$ cat src/rtl/core/sstw_pkg.sv
// shared types, constants and the digit-to-segment decode for the two-wire display serializer
// no dependencies; used by every file under rtl/core
package sstw_pkg;

  localparam int unsigned NUM_PAT = 4;

  localparam logic [7:0] CMD_DATA = 8'h40;  // data command, auto address increment
  localparam logic [7:0] CMD_ADDR = 8'hC0;  // address command, first digit
  localparam logic [7:0] CMD_DISP = 8'h8F;  // display on, full brightness
  localparam logic [7:0] DOT_MASK = 8'b1000_0000;

  localparam logic [1:0] FRAME_DATA = 2'd0;
  localparam logic [1:0] FRAME_ADDR = 2'd1;
  localparam logic [1:0] FRAME_LAST = 2'd2;

  localparam logic [3:0] BIT_ACK = 4'd8;  // bit slot after the eight data bits
  localparam logic [2:0] LAST_ADDR_BYTE = 3'(NUM_PAT);

  typedef enum logic [2:0] {
    SEG_START = 3'b001,
    SEG_BYTE  = 3'b010,
    SEG_STOP  = 3'b100
  } seq_seg_e;

  typedef struct packed {
    logic       op;
    logic [3:0] digit_first;
    logic [3:0] digit_second;
    logic [3:0] digit_third;
    logic [3:0] digit_fourth;
    logic       dot_on;
  } in_t;

  typedef struct packed {
    logic clock_level;
    logic data_level;
    logic busy_res;
    logic accepted;
  } out_t;

  // decoded item as held in the queue
  typedef struct packed {
    logic                          show;
    logic [NUM_PAT-1:0][7:0]       pat;
  } cmd_t;

  function automatic logic [7:0] seg_pattern(input logic [3:0] code);
    logic [7:0] p;
    unique case (code)
      4'd0:    p = 8'b0011_1111;
      4'd1:    p = 8'b0000_0110;
      4'd2:    p = 8'b0101_1011;
      4'd3:    p = 8'b0100_1111;
      4'd4:    p = 8'b0110_0110;
      4'd5:    p = 8'b0110_1101;
      4'd6:    p = 8'b0111_1101;
      4'd7:    p = 8'h07;
      4'd8:    p = 8'h7F;
      4'd9:    p = 8'h6F;
      default: p = 8'h00;  // ten and above are blank
    endcase
    return p;
  endfunction

endpackage

$ cat src/rtl/core/sstw_front.sv
// front end: classifies an incoming transaction and maps its digits to segment patterns
// depends on sstw_pkg
module sstw_front (
  input  sstw_pkg::in_t  item_i,
  output sstw_pkg::cmd_t cmd_o
);

  always_comb begin
    cmd_o.show   = item_i.op;
    cmd_o.pat[0] = sstw_pkg::seg_pattern(item_i.digit_first);
    cmd_o.pat[1] = sstw_pkg::seg_pattern(item_i.digit_second)
                 | (item_i.dot_on ? sstw_pkg::DOT_MASK : 8'h00);
    cmd_o.pat[2] = sstw_pkg::seg_pattern(item_i.digit_third);
    cmd_o.pat[3] = sstw_pkg::seg_pattern(item_i.digit_fourth);
  end

endmodule

$ cat src/rtl/core/sstw_queue.sv
// short fifo of decoded commands between front end and sequencer
// depends on sstw_pkg
module sstw_queue #(
  parameter int unsigned QueueDepth = 2
) (
  input  logic           clk_i,
  input  logic           rst_ni,
  input  logic           push_i,
  input  sstw_pkg::cmd_t entry_i,
  input  logic           pop_i,
  output logic           full_o,
  output logic           valid_o,
  output sstw_pkg::cmd_t entry_o
);

  localparam int unsigned IdxW = $clog2(QueueDepth);
  localparam int unsigned CntW = $clog2(QueueDepth + 1);

  sstw_pkg::cmd_t  mem_q [QueueDepth];
  logic [IdxW-1:0] wr_q, rd_q;
  logic [CntW-1:0] cnt_q, cnt_d;

  always_ff @(posedge clk_i) begin
    if (push_i) begin
      mem_q[wr_q] <= entry_i;
    end
  end

  always_comb begin
    cnt_d = cnt_q;
    unique case ({push_i, pop_i})
      2'b10:   cnt_d = cnt_q + CntW'(1);
      2'b01:   cnt_d = cnt_q - CntW'(1);
      default: cnt_d = cnt_q;
    endcase
  end

  always_ff @(posedge clk_i or negedge rst_ni) begin
    if (!rst_ni) begin
      wr_q  <= '0;
      rd_q  <= '0;
      cnt_q <= '0;
    end else begin
      cnt_q <= cnt_d;
      if (push_i) begin
        wr_q <= (wr_q == IdxW'(QueueDepth - 1)) ? '0 : wr_q + IdxW'(1);
      end
      if (pop_i) begin
        rd_q <= (rd_q == IdxW'(QueueDepth - 1)) ? '0 : rd_q + IdxW'(1);
      end
    end
  end

  assign full_o  = (cnt_q == CntW'(QueueDepth));
  assign valid_o = (cnt_q != '0);
  assign entry_o = mem_q[rd_q];

endmodule

$ cat src/rtl/core/sstw_back.sv
// back end: pin sequencer that runs the three frames and the result output register
// depends on sstw_pkg
module sstw_back (
  input  logic           clk_i,
  input  logic           rst_ni,
  input  logic           cmd_valid_i,
  input  sstw_pkg::cmd_t cmd_i,
  output logic           cmd_pop_o,
  output logic           out_valid_o,
  input  logic           out_stall_i,
  output sstw_pkg::out_t out_o
);

  localparam logic [1:0] START_LAST = 2'd2;
  localparam logic [1:0] STOP_LAST  = 2'd3;

  logic [sstw_pkg::NUM_PAT-1:0][7:0] pat_q, pat_d;
  logic                 sending_q, sending_d;
  logic                 clk_pin_q, clk_pin_d;
  logic                 dio_pin_q, dio_pin_d;
  sstw_pkg::seq_seg_e   seg_q, seg_d;
  logic [1:0]           frm_q, frm_d;
  logic [1:0]           pos_q, pos_d;
  logic [2:0]           byte_q, byte_d;
  logic [3:0]           bit_q, bit_d;
  logic [1:0]           ph_q, ph_d;
  logic                 out_valid_q, out_valid_d;
  sstw_pkg::out_t       out_q;

  logic       start, step, last_byte;
  logic [7:0] cur_byte;
  logic [1:0] pat_idx;

  assign cmd_pop_o = cmd_valid_i && (!out_valid_q || !out_stall_i);
  assign start     = cmd_pop_o && cmd_i.show && !sending_q;
  assign step      = cmd_pop_o && !cmd_i.show && sending_q;
  assign pat_idx   = 2'(byte_q - 3'd1);

  always_comb begin
    unique case (frm_q)
      sstw_pkg::FRAME_DATA: cur_byte = sstw_pkg::CMD_DATA;
      sstw_pkg::FRAME_ADDR: cur_byte = (byte_q == 3'd0) ? sstw_pkg::CMD_ADDR : pat_q[pat_idx];
      default:              cur_byte = sstw_pkg::CMD_DISP;
    endcase
    last_byte = (frm_q == sstw_pkg::FRAME_ADDR) ? (byte_q == sstw_pkg::LAST_ADDR_BYTE) : 1'b1;
  end

  always_comb begin
    pat_d     = pat_q;
    sending_d = sending_q;
    clk_pin_d = clk_pin_q;
    dio_pin_d = dio_pin_q;
    seg_d     = seg_q;
    frm_d     = frm_q;
    pos_d     = pos_q;
    byte_d    = byte_q;
    bit_d     = bit_q;
    ph_d      = ph_q;
    if (start) begin
      pat_d     = cmd_i.pat;
      sending_d = 1'b1;
      seg_d     = sstw_pkg::SEG_START;
      frm_d     = sstw_pkg::FRAME_DATA;
      pos_d     = '0;
      byte_d    = '0;
      bit_d     = '0;
      ph_d      = '0;
    end else if (step) begin
      unique case (seg_q)
        sstw_pkg::SEG_START: begin
          // clock high, data high, then data low
          unique case (pos_q)
            2'd0:    clk_pin_d = 1'b1;
            2'd1:    dio_pin_d = 1'b1;
            default: dio_pin_d = 1'b0;
          endcase
          if (pos_q == START_LAST) begin
            seg_d  = sstw_pkg::SEG_BYTE;
            pos_d  = '0;
            byte_d = '0;
            bit_d  = '0;
            ph_d   = '0;
          end else begin
            pos_d = pos_q + 2'd1;
          end
        end
        sstw_pkg::SEG_BYTE: begin
          if (bit_q == sstw_pkg::BIT_ACK) begin
            // acknowledge clock, display answer is not sampled
            if (ph_q == 2'd0) begin
              clk_pin_d = 1'b0;
              ph_d      = 2'd1;
            end else begin
              clk_pin_d = 1'b1;
              ph_d      = '0;
              bit_d     = '0;
              if (last_byte) begin
                seg_d = sstw_pkg::SEG_STOP;
                pos_d = '0;
              end else begin
                byte_d = byte_q + 3'd1;
              end
            end
          end else begin
            unique case (ph_q)
              2'd0: begin
                clk_pin_d = 1'b0;
                ph_d      = 2'd1;
              end
              2'd1: begin
                dio_pin_d = cur_byte[bit_q[2:0]];
                ph_d      = 2'd2;
              end
              default: begin
                clk_pin_d = 1'b1;
                ph_d      = '0;
                bit_d     = bit_q + 4'd1;
              end
            endcase
          end
        end
        sstw_pkg::SEG_STOP: begin
          unique case (pos_q)
            2'd0:    clk_pin_d = 1'b0;
            2'd1:    dio_pin_d = 1'b0;
            2'd2:    clk_pin_d = 1'b1;
            default: dio_pin_d = 1'b1;
          endcase
          if (pos_q == STOP_LAST) begin
            pos_d  = '0;
            byte_d = '0;
            seg_d  = sstw_pkg::SEG_START;
            if (frm_q == sstw_pkg::FRAME_LAST) begin
              sending_d = 1'b0;
              frm_d     = sstw_pkg::FRAME_DATA;
            end else begin
              frm_d = frm_q + 2'd1;
            end
          end else begin
            pos_d = pos_q + 2'd1;
          end
        end
        default: seg_d = sstw_pkg::SEG_START;
      endcase
    end
  end

  always_comb begin
    out_valid_d = out_valid_q;
    if (cmd_pop_o) begin
      out_valid_d = 1'b1;
    end else if (!out_stall_i) begin
      out_valid_d = 1'b0;
    end
  end

  always_ff @(posedge clk_i) begin
    pat_q <= pat_d;
    if (cmd_pop_o) begin
      out_q.clock_level <= clk_pin_d;
      out_q.data_level  <= dio_pin_d;
      out_q.busy_res    <= sending_d;
      out_q.accepted    <= start;
    end
  end

  always_ff @(posedge clk_i or negedge rst_ni) begin
    if (!rst_ni) begin
      sending_q   <= 1'b0;
      clk_pin_q   <= 1'b0;
      dio_pin_q   <= 1'b0;
      seg_q       <= sstw_pkg::SEG_START;
      frm_q       <= sstw_pkg::FRAME_DATA;
      pos_q       <= '0;
      byte_q      <= '0;
      bit_q       <= '0;
      ph_q        <= '0;
      out_valid_q <= 1'b0;
    end else begin
      sending_q   <= sending_d;
      clk_pin_q   <= clk_pin_d;
      dio_pin_q   <= dio_pin_d;
      seg_q       <= seg_d;
      frm_q       <= frm_d;
      pos_q       <= pos_d;
      byte_q      <= byte_d;
      bit_q       <= bit_d;
      ph_q        <= ph_d;
      out_valid_q <= out_valid_d;
    end
  end

  assign out_valid_o = out_valid_q;
  assign out_o       = out_q;

  // sequencer rests at the top of the first frame whenever idle
  a_idle_home: assert property (@(posedge clk_i) disable iff (!rst_ni)
    !sending_q |-> (seg_q == sstw_pkg::SEG_START && frm_q == sstw_pkg::FRAME_DATA
                    && pos_q == 2'd0))
    else $error("sequencer not at home position while idle");

  a_bit_range: assert property (@(posedge clk_i) disable iff (!rst_ni)
    (bit_q <= sstw_pkg::BIT_ACK) && (ph_q != 2'd3)
    && (bit_q != sstw_pkg::BIT_ACK || ph_q <= 2'd1))
    else $error("bit or phase counter out of range");

  a_byte_range: assert property (@(posedge clk_i) disable iff (!rst_ni)
    (frm_q == sstw_pkg::FRAME_ADDR) ? (byte_q <= sstw_pkg::LAST_ADDR_BYTE) : (byte_q == 3'd0))
    else $error("byte index out of range for frame");

  a_accept_busy: assert property (@(posedge clk_i) disable iff (!rst_ni)
    (out_valid_q && out_q.accepted) |-> out_q.busy_res)
    else $error("show accepted but busy not reported");

  a_held_result: assert property (@(posedge clk_i) disable iff (!rst_ni)
    (out_valid_q && out_stall_i) |=> (out_valid_q && $stable(out_q) && !$past(cmd_pop_o)))
    else $error("result register overwritten while stalled");

endmodule

$ cat src/rtl/core/seven_segment_two_wire_serializer_top.sv
// top level of the two-wire seven-segment serializer: front end, command queue, pin sequencer
// depends on sstw_pkg, sstw_front, sstw_queue and sstw_back
//
// usage
//   input channel (in_valid_i / in_stall_o / in_i): each transaction is either a tick
//   (op = 0) or a show request (op = 1) carrying four digit codes and the dot flag.
//   a show taken while idle latches the patterns and starts the sequence of 203 pin
//   writes; a show while busy is dropped. every tick while busy makes one pin write.
//   output channel (out_valid_o / out_stall_i / out_o): exactly one result transaction
//   per input transaction, in order, with the pin levels after it, busy and accepted.
// timing
//   one transaction per clock sustained in both directions while the receiver does not
//   stall. a result passes two registers on its way: the command queue, then the
//   sequencer's result register, which feeds the output. the sequencer's counter
//   update is the single step per cycle that sets this rate.
// stalls and reset
//   a stalled result holds in its register while the queue keeps absorbing input;
//   in_stall_o rises only once the queue is full. reset empties the queue, drops
//   both pins low and leaves the sequencer idle.
module seven_segment_two_wire_serializer_top #(
  parameter int unsigned QueueDepth = 2
) (
  input  logic           clk_i,
  input  logic           rst_ni,
  input  logic           in_valid_i,
  output logic           in_stall_o,
  input  sstw_pkg::in_t  in_i,
  output logic           out_valid_o,
  input  logic           out_stall_i,
  output sstw_pkg::out_t out_o
);

  sstw_pkg::cmd_t front_cmd, queue_cmd;
  logic           queue_full, queue_valid, queue_pop, queue_push;

  sstw_front u_front (
    .item_i (in_i),
    .cmd_o  (front_cmd)
  );

  assign queue_push = in_valid_i && !queue_full;
  assign in_stall_o = queue_full;

  sstw_queue #(
    .QueueDepth (QueueDepth)
  ) u_queue (
    .clk_i   (clk_i),
    .rst_ni  (rst_ni),
    .push_i  (queue_push),
    .entry_i (front_cmd),
    .pop_i   (queue_pop),
    .full_o  (queue_full),
    .valid_o (queue_valid),
    .entry_o (queue_cmd)
  );

  sstw_back u_back (
    .clk_i       (clk_i),
    .rst_ni      (rst_ni),
    .cmd_valid_i (queue_valid),
    .cmd_i       (queue_cmd),
    .cmd_pop_o   (queue_pop),
    .out_valid_o (out_valid_o),
    .out_stall_i (out_stall_i),
    .out_o       (out_o)
  );

endmodule

$ cat config.mk
export PLATFORM = sky130hd
export DESIGN_NAME = seven_segment_two_wire_serializer_top
export DESIGN_NICKNAME = d
export VERILOG_FILES = /design/src/rtl/core/sstw_pkg.sv /design/src/rtl/core/sstw_front.sv /design/src/rtl/core/sstw_queue.sv /design/src/rtl/core/sstw_back.sv /design/src/rtl/core/seven_segment_two_wire_serializer_top.sv
export SDC_FILE = /design/constraint.sdc
export NUM_CORES = 1
export LEC_CHECK = 0
export ABC_AREA = 0
export BUFFER_PORTS_ARGS = -buffer_cell sky130_fd_sc_hd__buf_2
export CAP_MARGIN = 20
export CELL_PAD_IN_SITES_DETAIL_PLACEMENT = 2
export CELL_PAD_IN_SITES_GLOBAL_PLACEMENT = 2
export CORE_ASPECT_RATIO = 2
export CORE_MARGIN = 3
export CORE_UTILIZATION = 45
export DETAILED_ROUTE_END_ITERATION = 8
export PLACE_DENSITY = 0.8
export SLEW_MARGIN = 0
export SYNTH_ARGS = -nofsm -noshare
export SYNTH_HDL_FRONTEND = slang
export SYNTH_HIERARCHICAL = 1
export SYNTH_SLANG_ARGS = --single-unit
$ cat constraint.sdc
create_clock -name clk_i -period 3.05 [get_ports clk_i]
set_input_delay 0.1525 -clock clk_i [delete_from_list [all_inputs] [get_ports clk_i]]
set_output_delay 0.1525 -clock clk_i [all_outputs]
set_load 0.02 [all_outputs]
==> results of run 1 <==
worst paths after layout:
| path | end | slack (ns) | start | cells past startpoint |
|---|---|---|---|---|
| worst max-delay path | u_back/out_o[2] | 0.31 | u_back/byte_q[0] | 6 |
| worst min-delay path | u_queue/mem_q[0][21] | 0.11 | in_i[7] | 2 |
| worst max register to register | u_back/out_o[2] | 0.31 | u_back/byte_q[0] | 6 |
| worst min register to register | u_queue/cnt_q[1] | 0.49 | u_queue/cnt_q[1] | 1 |
| max in group asynchronous | u_queue/rd_q | 2.31 | rst_ni | 2 |
| min in group asynchronous | u_back/sending_q | 0.30 | rst_ni | 2 |
routing by layer:
| layer | global-route usage | routed length, um |
|---|---|---|
| met1 | 0.199 | 5340 |
| met2 | 0.431 | 9600 |
| met3 | 0.0457 | 339 |
| met4 | 0.145 | 966 |
| met5 | 0 | 0 |
placed cells by master (no fill, tap or decap), types with 4 or more instances in the layout:
cell type	instances
buf_2	27
clkbuf_16	17
or3b_1	4
dfrtp_1	22
ha_1	34
a21o_1	8
inv_1	33
mux2_2	5
xnor2_1	7
a21oi_1	22
o22ai_1	14
mux4_2	8
nand3_1	6
clkinv_2	4
dlygate4sd3_1	4
buf_4	6
nand2b_1	5
nor2b_1	8
nor2_1	11
o21ai_0	21
nand2_1	14
mux2_4	29
edfxtp_1	102
a211oi_1	4
mux2i_1	5
timing repair:
item,CTS,global route
endpoints found under the hold margin,28,0
hold buffers,4,0
setup endpoints to repair,0,0
cell type report:
type | instances | share of cell area
well taps | 189 | 0.0327
inverters | 33 | 0.0171
flip-flops and latches | 126 | 0.507
repair buffers | 37 | 0.0305
clock buffers | 19 | 0.0599
clock inverters | 12 | 0.0137
multi-input cells | 274 | 0.339
worst reg2reg max path: stages, from the launching register on:
cell and delay, ns:
dfrtp_1 0.61, inv_1 0.22, ha_1 0.56, mux4_2 0.35, o311ai_0 0.31, a21oi_1 0.13
o31a_1 0.32
stage by stage:
step           total power, mW  cells  worst slack (ns)  hold WS [ns]   util
6_report                  6.28    690             0.313         0.109  0.520
5_1_grt                   6.61    690             0.185        0.0922  0.520
4_1_cts                   6.35    690             0.296        0.0876  0.520
3_5_place_dp              4.45    655             0.372         0.202  0.479
3_3_place_gp              4.26    655             0.485         0.192  0.479
2_1_floorplan             3.98    456             0.412        -0.143      -
registers in the layout (all words and copies together), names as in the netlist:
register	count
u_queue/mem_q	66
u_back/clk_pin_q	1
u_queue/wr_q	1
u_back/out_valid_o	1
u_back/pat_q	32
u_queue/cnt_q	2
u_back/frm_q	2
u_back/seg_q	3
u_back/sending_q	1
u_back/pos_q	2
u_back/byte_q	3
u_back/dio_pin_q	1
u_queue/rd_q	1
u_back/ph_q	2
u_back/out_o	4
u_back/bit_q	4
where the power goes:
group,switching (mW),internal [mW]
Sequential,0.253,2.32
Combinational,1.04,0.825
Clock,0.731,1.11
Total,2.03,4.25
cell families (layout without fill, tap and decap cells):
logic type / after synthesis / after routing / share of synthesized area
buffers and inverters: 56 / 101 / 0.0475
adders and majority gates: 34 / 34 / 0.0664
AOI/OAI and AO/OA: 103 / 103 / 0.110
and+or+nand+nor: 77 / 77 / 0.0762
other: 1 / 3 / 0.000586
muxes: 47 / 47 / 0.113
xor gates and xnor gates: 10 / 10 / 0.0137
DFF: 126 / 126 / 0.572
==> metrics, run 1 <==
capturing element type of the critical path flop; all-layer global routing usage 0.221; most frequent cells after synthesis edfxtp_1, ha_1, inv_1, mux2_4, dfrtp_1; summed area of non-filler cells in the final layout 7230 sq um; Resized Gates After CTS 0; Starting Density 0.461; fraction of layout instances using a drive strength above 1 0.251; number of input and output port buffers inserted 27; FILL cells 1309; warnings from Yosys 6; number of antenna cells inserted 0; number of H-tree branching levels 4; flip-flop cell with the highest count after synthesis edfxtp_1; sequential cell area 3670 sq um; antenna violations before repair 0; maximum frequency from static timing analysis between 300 and 400 MHz; maximum number of pins on one net before global-route repair 34; Final nets 545; Setup crit start kind flop; slowest stage cell, crit path dfrtp_1; hpwl dp 11600 um; number of global-route vias before repair 4513; I/O pins 28; Hold/Removal Path Class input port to flop; latest clock arrival within the worst-skew pair 0.41 ns; height of the die about 170 um; first-pass GRT wire length 25900 um; number of buffers on the longest clock path 2; Synth area leader edfxtp_1; flip-flop and latch count after synthesis 126; floorplan core area about 14000 sq um; worst IR drop on VDD between 0.4 and 0.5 mV; Placer Congestion ~0.81; footprint of the multi-input gates between 2000 and 2500 sq um; dominant cell by count in the synthesized netlist edfxtp_1; Detailed Routing Iterations Pass 1 4; count of final hold-check violations 0; distinct cell type count of the synthesized netlist 72; setup repair after global routing missed its margin no; required time reported for the critical path endpoint 3.20 ns; sequential area share after synthesis 0.572; critical-path cell list inv_1 > ha_1 > mux4_2 > o311ai_0 > a21oi_1 > o31a_1; width of the die roughly 90 um; share of the clock period used by the worst path 0.897; buffers and inverters on the worst path 1; post-detailed-route DRC marker count 0; highest cell delay on the worst timing path just over 0.6 ns; result of the run finished, final reports clean; number of standard-cell rows in the floorplan 61; master cell of the clock root buffer clkbuf_16; vias per cell roughly 5.6; count of antenna-violating nets left after detailed routing 0; post-synth design cell area roughly 6400 sq um; drt first-iter violations approximately 180; number of pins with negative max-slew slack in the final report 0; placement-stage cell area 6660 sq um; Gate Count Post-Synth around 450; synthesis-to-finish area growth 12.9%; Clk pin slew, worst setup/hold paths 0.05 ns; Routed wire per std cell roughly 24 um; Die ar. about 16000 sq um; TritonCTS clock tree yes; FFs w/ async S/R, synth 0.190; total wire length between 15000 and 20000 um; setup violation total in the final timing report 0; setup bufs post-CTS 0; Least-Margin Pin Slew 0.712 ns; delay-heaviest family, CP compound AO/OA/AOI/OAI gates; Max-Slew Margin vs Limit 0.520; worst endpoint data arrival time ~2.9 ns; leakage 2.83 nW; count of flip-flops with a built-in enable after synthesis 102; Overflow after GRT 0; min Tclk post-route roughly 2.7 ns; setup_tns 0 ns; Mapped Avg Cell Area roughly 14 sq um; total via count after detailed routing between 3000 and 4000; total CTS buffers 17; most area-consuming cells after synthesis edfxtp_1, dfrtp_1, mux2_4, ha_1, mux4_2; Pwr per Cell Area 869 nW/um^2; Max Clock Skew around 0.015 ns; Max Fanout on Critical Path 9; Synth top area share 0.478; total of max-cap violations 0; number of sinks on the clock net between 100 and 150; kind of critical path flop to flop
Power figures use the tool's default switching activity.
==> inputs of run 2 (changes only) <==
Settings changed: CORE_MARGIN 3 to not set, SLEW_MARGIN 0 to not set.
==> run 2 against run 1 <==
  * Utilization increased by 0.38 points
  * Clock-buffer cell count rose by 2
  * Via count is 0.16% lower
  * Global-route usage up 2.5 points
  * Final area rose by 0.73%
  * Maximum frequency is 0.76% higher
==> metrics, run 2 (synthesized netlist as in run 1, its figures left out) <==
result of the run finished, final reports clean; TritonCTS clock tree yes; Least-Margin Pin Slew 0.661 ns (-0.0509 ns); maximum frequency from static timing analysis 368 MHz (+0.76%); latest clock arrival within the worst-skew pair 0.41 ns (about the same); total wire length 16400 um (+1.2%); Max Clock Skew 0.0111 ns (-0.00396 ns); hpwl dp 11400 um (-1.3%); required time reported for the critical path endpoint 3.19 ns (about the same); number of H-tree branching levels 4 (unchanged); floorplan core area 13900 sq um (unchanged); total CTS buffers 17 (unchanged); Detailed Routing Iterations Pass 1 4 (unchanged); min Tclk post-route 2.72 ns (-0.0207 ns); Pwr per Cell Area 889 nW/um^2 (+2.4%); Die ar. 14700 sq um (-6.6%); Max Fanout on Critical Path 9 (unchanged); height of the die 171 um (-2.3%); number of global-route vias before repair 4409 (-2.3%); buffers and inverters on the worst path 1 (unchanged); Routed wire per std cell 23.8 um (+1.1%); Worst R2R Start u_back/byte_q[0]; post-detailed-route DRC marker count 0 (unchanged); fraction of layout instances using a drive strength above 1 0.253 (+0.00149); synthesis-to-finish area growth 13.7%; Max-Slew Margin vs Limit 0.555 (+0.0343); highest cell delay on the worst timing path 0.58 ns (-0.03 ns); Placer Congestion 0.867 (+6.9%); worst hold path stage count 2 (unchanged); number of pins with negative max-slew slack in the final report 0 (unchanged); worst IR drop on VDD 0.386 mV (-5.0%); setup_tns 0 ns (unchanged); critical path launch point u_back/byte_q[0]; summed area of non-filler cells in the final layout 7280 sq um (+0.73%); leakage 2.85 nW (+0.83%); worst endpoint data arrival time 2.86 ns (-0.02 ns); worst-case hold path end point u_queue/mem_q[0][13]; number of sinks on the clock net 126 (unchanged); final core area utilization 0.524 (+0.00378); all-layer global routing usage 0.246 (+0.0254); master cell of the clock root buffer clkbuf_16; number of input and output port buffers inserted 27 (unchanged); commonest cells after routing, fill and taps aside edfxtp_1, ha_1, inv_1; capturing element type of the critical path flop; setup repair after global routing missed its margin no; terminus of the critical flop-to-flop path u_back/out_o[2]; total of max-cap violations 0 (unchanged); vias per cell 5.53 (-0.30%); first-pass GRT wire length 26000 um (+0.29%); Overflow after GRT 0 (unchanged); slowest stage cell, crit path ha_1; maximum number of pins on one net before global-route repair 34 (unchanged); count of antenna-violating nets left after detailed routing 0 (unchanged); max FFs per register 66 (unchanged); width of the die 86.3 um (-4.4%); total via count after detailed routing 3824 (-0.16%); delay-heaviest family, CP compound AO/OA/AOI/OAI gates; Starting Density 0.461 (unchanged); I/O pins 28 (unchanged); Hold/Removal Path Class input port to flop; Clk pin slew, worst setup/hold paths 0.06 ns (about the same); setup violation total in the final timing report 0 (unchanged); register with the most flip-flops u_queue/mem_q; commonest non-fill, non-tap cell in the layout edfxtp_1; share of the clock period used by the worst path 0.891 (-0.00680); number of standard-cell rows in the floorplan 61 (unchanged); Final nets 545 (unchanged); placement-stage cell area 6660 sq um (unchanged); Regs by FF count u_queue/mem_q x66, u_back/pat_q x32; worst reg2reg path depth 6 (unchanged); drt first-iter violations 167 (-9.2%); number of buffers on the longest clock path 2 (unchanged); beginning of the worst hold path in_i[11]; kind of critical path flop to flop; critical-path cell list inv_1 > ha_1 > mux4_2 > o311ai_0 > a21oi_1 > o31a_1; number of antenna cells inserted 0 (unchanged); antenna violations before repair 0 (unchanged); count of final hold-check violations 0 (unchanged); setup slack on the worst flop-to-flop path 0.33 ns (+0.02 ns); Setup crit start kind flop
==> run 2: cell count changes in the layout (fill, tap and decap cells not counted), sizes merged <==
cell / before / now
bufinv: 1 / 3
clkbuf: 19 / 21
clkinv: 9 / 7
clkinvlp: 2 / 1
==> run 2: through the flow <==
step	hold WS (ns)	std cells	setup WS [ns]	total power, mW
after floorplan	-0.143	456	0.412	3.98
after global placement	0.197	655	0.485	4.26
after detailed placement	0.211	655	0.317	4.44
after CTS	0.0955	691	0.117	6.55
after global routing	0.109	691	0.136	6.75
final	0.109	691	0.334	6.47
==> run 2: how the worst max path moves through the flow <==
stage	end	cells past startpoint
after floorplan	u_queue/mem_q[0][0]	4
after global placement	u_back/out_o[2]	6
after detailed placement	u_back/out_o[2]	6
after CTS	u_back/out_o[2]	6
after global routing	u_back/out_o[2]	6
final	u_back/out_o[2]	6
==> run 2: final cells by class <==
type | count | area, sq um
multi-input combinational | 274 | 2450
inverter | 33 | 124
fill | 1322 | 6610
clock inverter | 11 | 143
tap | 189 | 236
clock buffer | 21 | 440
sequential | 126 | 3670
timing repair buffer | 37 | 220
==> run 2: timing repair <==
action	in CTS	in global routing
setup buffers	0	0
hold buffers	4	0
setup endpoints to repair	0	1
hold endpoints to repair	28	0
gates resized for setup	0	1
==> run 2: worst register-to-register path, stage by stage, from the launching register on <==
cell and delay [ns]:
dfrtp_2 0.52, inv_1 0.16, ha_1 0.58, mux4_2 0.39
o311ai_0 0.32, a21oi_1 0.14, o31a_1 0.35
==> run 2: routing by layer <==
layer / GRT usage / part of all wire
met3: 0.0468 / 0.020
met4: 0.139 / 0.046
met1: 0.251 / 0.36
met2: 0.458 / 0.57
met5: 0 / 0
==> run 2: where the power goes <==
group | leakage [nW] | switching [mW] | total [mW] | internal [mW]
Clock | 0.282 | 0.749 | 2.03 | 1.28
Combinational | 1.33 | 1.04 | 1.87 | 0.826
Sequential | 1.24 | 0.251 | 2.57 | 2.32
Total | 2.85 | 2.04 | 6.47 | 4.43
==> inputs of run 3 (changes only) <==
Settings changed: CORE_UTILIZATION 45 to 41, PLACE_DENSITY 0.8 to 0.77.
Clock period 3.05 ns to 2.2 ns, I/O delays scaled along.
==> run 3 against run 2 <==
  * Die area grew 9.6%
  * Maximum frequency grew 25%
  * Register-to-register slack lost 0.30 ns
  * Worst hold slack lost 0.050 ns
  * Sequential share of layout area shrank 1.9 points
  * Largest cell class unchanged
  * Via count grew 1.8%
  * Global-route usage shrank 3.4 points
  * Largest power group unchanged
  * Power grew 45%
  * Routed wire length shrank 1.4%
  * Sequential cell count is the same
==> metrics, run 3 (synthesized netlist as in run 1, its figures left out) <==
setup violation total in the final timing report 0 (unchanged); sequential cell area 3670 sq um (about the same); I/O pins 28 (unchanged); drt first-iter violations 126 (-25%); antenna violations before repair 0 (unchanged); highest cell delay on the worst timing path 0.39 ns (-0.19 ns); Die ar. 16100 sq um (+9.6%); commonest cells after routing, fill and taps aside edfxtp_1, ha_1, buf_4, inv_1, mux2_4; critical path launch point u_back/pos_q[0]; fraction of layout instances using a drive strength above 1 0.304 (+0.0506); min Tclk post-route 2.17 ns (-0.548 ns); post-placement setup slack -0.0307 ns (-0.348 ns); number of H-tree branching levels 4 (unchanged); capturing element type of the critical path flop; footprint of the multi-input gates 2490 sq um (+1.6%); max FFs per register 66 (unchanged); hpwl dp 11400 um (about the same); Max Fanout on Critical Path 4 (-5); Worst R2R Start u_back/pos_q[0]; result of the run finished, final reports clean; worst hold path stage count 2 (unchanged); Starting Density 0.419 (-0.0423); kind of critical path flop to flop; setup repair after global routing missed its margin yes; share of the clock period used by the worst path 0.985 (+0.0949); Max Clock Skew 0.00849 ns (-0.00263 ns); Overflow after GRT 0 (unchanged); number of input and output port buffers inserted 27 (unchanged); Hold/Removal Path Class input port to flop; worst-case hold path end point u_queue/mem_q[1][21]; number of standard-cell rows in the floorplan 64 (+4.9%); count of final hold-check violations 0 (unchanged); latest clock arrival within the worst-skew pair 0.41 ns (about the same); all-layer global routing usage 0.212 (-0.0340); setup slack on the worst flop-to-flop path 0.03 ns (-0.30 ns); Setup crit start kind flop; cell total after placement 683 (+4.3%); Least-Margin Pin Slew 0.663 ns (+0.00173 ns); required time reported for the critical path endpoint 2.50 ns (-0.69 ns); beginning of the worst hold path in_i[7]; critical-path cell list inv_1 > ha_1 > or3b_1 > a21oi_2 > and4b_4 > or2_4 > a32o_1; TritonCTS clock tree yes; master cell of the clock root buffer clkbuf_16; synthesis-to-finish area growth 18.1%; FILL cells 1460 (+10%); total CTS buffers 17 (unchanged); Placer Congestion 0.793 (-8.6%); worst reg2reg path depth 7 (+1); total wire length 16200 um (-1.4%); vias per cell 5.37 (-3.0%); Clk pin slew, worst setup/hold paths 0.06 ns (about the same); Routed wire per std cell 22.4 um (-6.0%); worst IR drop on VDD 0.517 mV (+34%); number of antenna cells inserted 0 (unchanged); number of pins with negative max-slew slack in the final report 0 (unchanged); floorplan core area 15300 sq um (+10%); total of max-cap violations 0 (unchanged); terminus of the critical flop-to-flop path u_back/byte_q[2]; register with the most flip-flops u_queue/mem_q; count of antenna-violating nets left after detailed routing 0 (unchanged); commonest non-fill, non-tap cell in the layout edfxtp_1; number of sinks on the clock net 126 (unchanged); leakage 3.00 nW (+5.3%); number of buffers on the longest clock path 2 (unchanged); Regs by FF count u_queue/mem_q x66, u_back/pat_q x32; post-route non-filler standard cell count 725 (+4.9%); width of the die 90.4 um (+4.6%); number of global-route vias before repair 4506 (+2.2%); Pwr per Cell Area 1240 nW/um^2 (+39%); Max-Slew Margin vs Limit 0.553 (-0.00117); worst endpoint data arrival time 2.46 ns (-0.40 ns); Final nets 571 (+4.8%); slowest stage cell, crit path dfrtp_1; total via count after detailed routing 3893 (+1.8%); height of the die 179 um (+4.7%); worst setup slack after layout 0.0322 ns (-0.302 ns); maximum number of pins on one net before global-route repair 34 (unchanged); first-pass GRT wire length 25200 um (-2.9%); maximum frequency from static timing analysis 461 MHz (+25%); Detailed Routing Iterations Pass 1 4 (unchanged); post-detailed-route DRC marker count 0 (unchanged)
[run 3: power by group]
group / internal [mW] / leakage, nW / switching [mW]
Combinational: 1.35 / 1.47 / 1.58
Sequential: 3.22 / 1.24 / 0.254
Clock: 1.89 / 0.289 / 1.08
[run 3: per-layer routing]
layer  wire length (um)  vias to the layer above  track usage
li1                   -                     1801            -
met1               5540                     1993        0.198
met2               9740                       67        0.424
met3                311                       32       0.0394
met4                622                        0        0.118
met5                  0                        -            0
[run 3: through the flow]
step	power, mW	setup TNS, ns	util	instance area, sq um	hold slack, ns
floorplan	5.54	0	-	6420	-0.186
global placement	6.11	0	0.445	6810	0.154
detailed placement	6.33	-0.0307	0.445	6810	0.163
CTS	9.41	0	0.489	7480	0.0393
global route	9.77	-0.0156	0.495	7560	0.0562
finish	9.37	0	0.495	7560	0.0589
[run 3: worst max-delay path, delay by kind of cell, from the launching register on]
kind / cells / cell delay [ns]
flops: 1 / 0.39
simple gates: 3 / 0.88
buf+inv: 1 / 0.08
compound gates: 2 / 0.48
fa+ha+maj: 1 / 0.22
[run 3: what timing repair did]
item,4_1_cts,5_1_grt
buffers inserted,0,7
pin swaps,0,2
resized for setup,2,5
endpoints found under the hold margin,28,0
hold buffers,4,0
setup endpoints to repair,2,32
[run 3: worst max-delay path by stage]
stage,end,slack (ns),cells past startpoint
global route,u_back/out_o[2],-0.02,6
global placement,u_back/out_o[2],0.05,6
detailed placement,u_back/out_o[2],-0.03,6
CTS,u_back/out_o[2],0.003,7
floorplan,u_back/out_o[2],0.02,8
finish,u_back/byte_q[2],0.03,7
[run 3: cell type report]
class / instances / area share
clock inverters: 14 / 0.0256
clock buffers: 17 / 0.0562
flip-flops and latches: 126 / 0.485
repair buffers: 63 / 0.0549
multi-input cells: 274 / 0.329
well taps: 198 / 0.0328
inverters: 33 / 0.0164
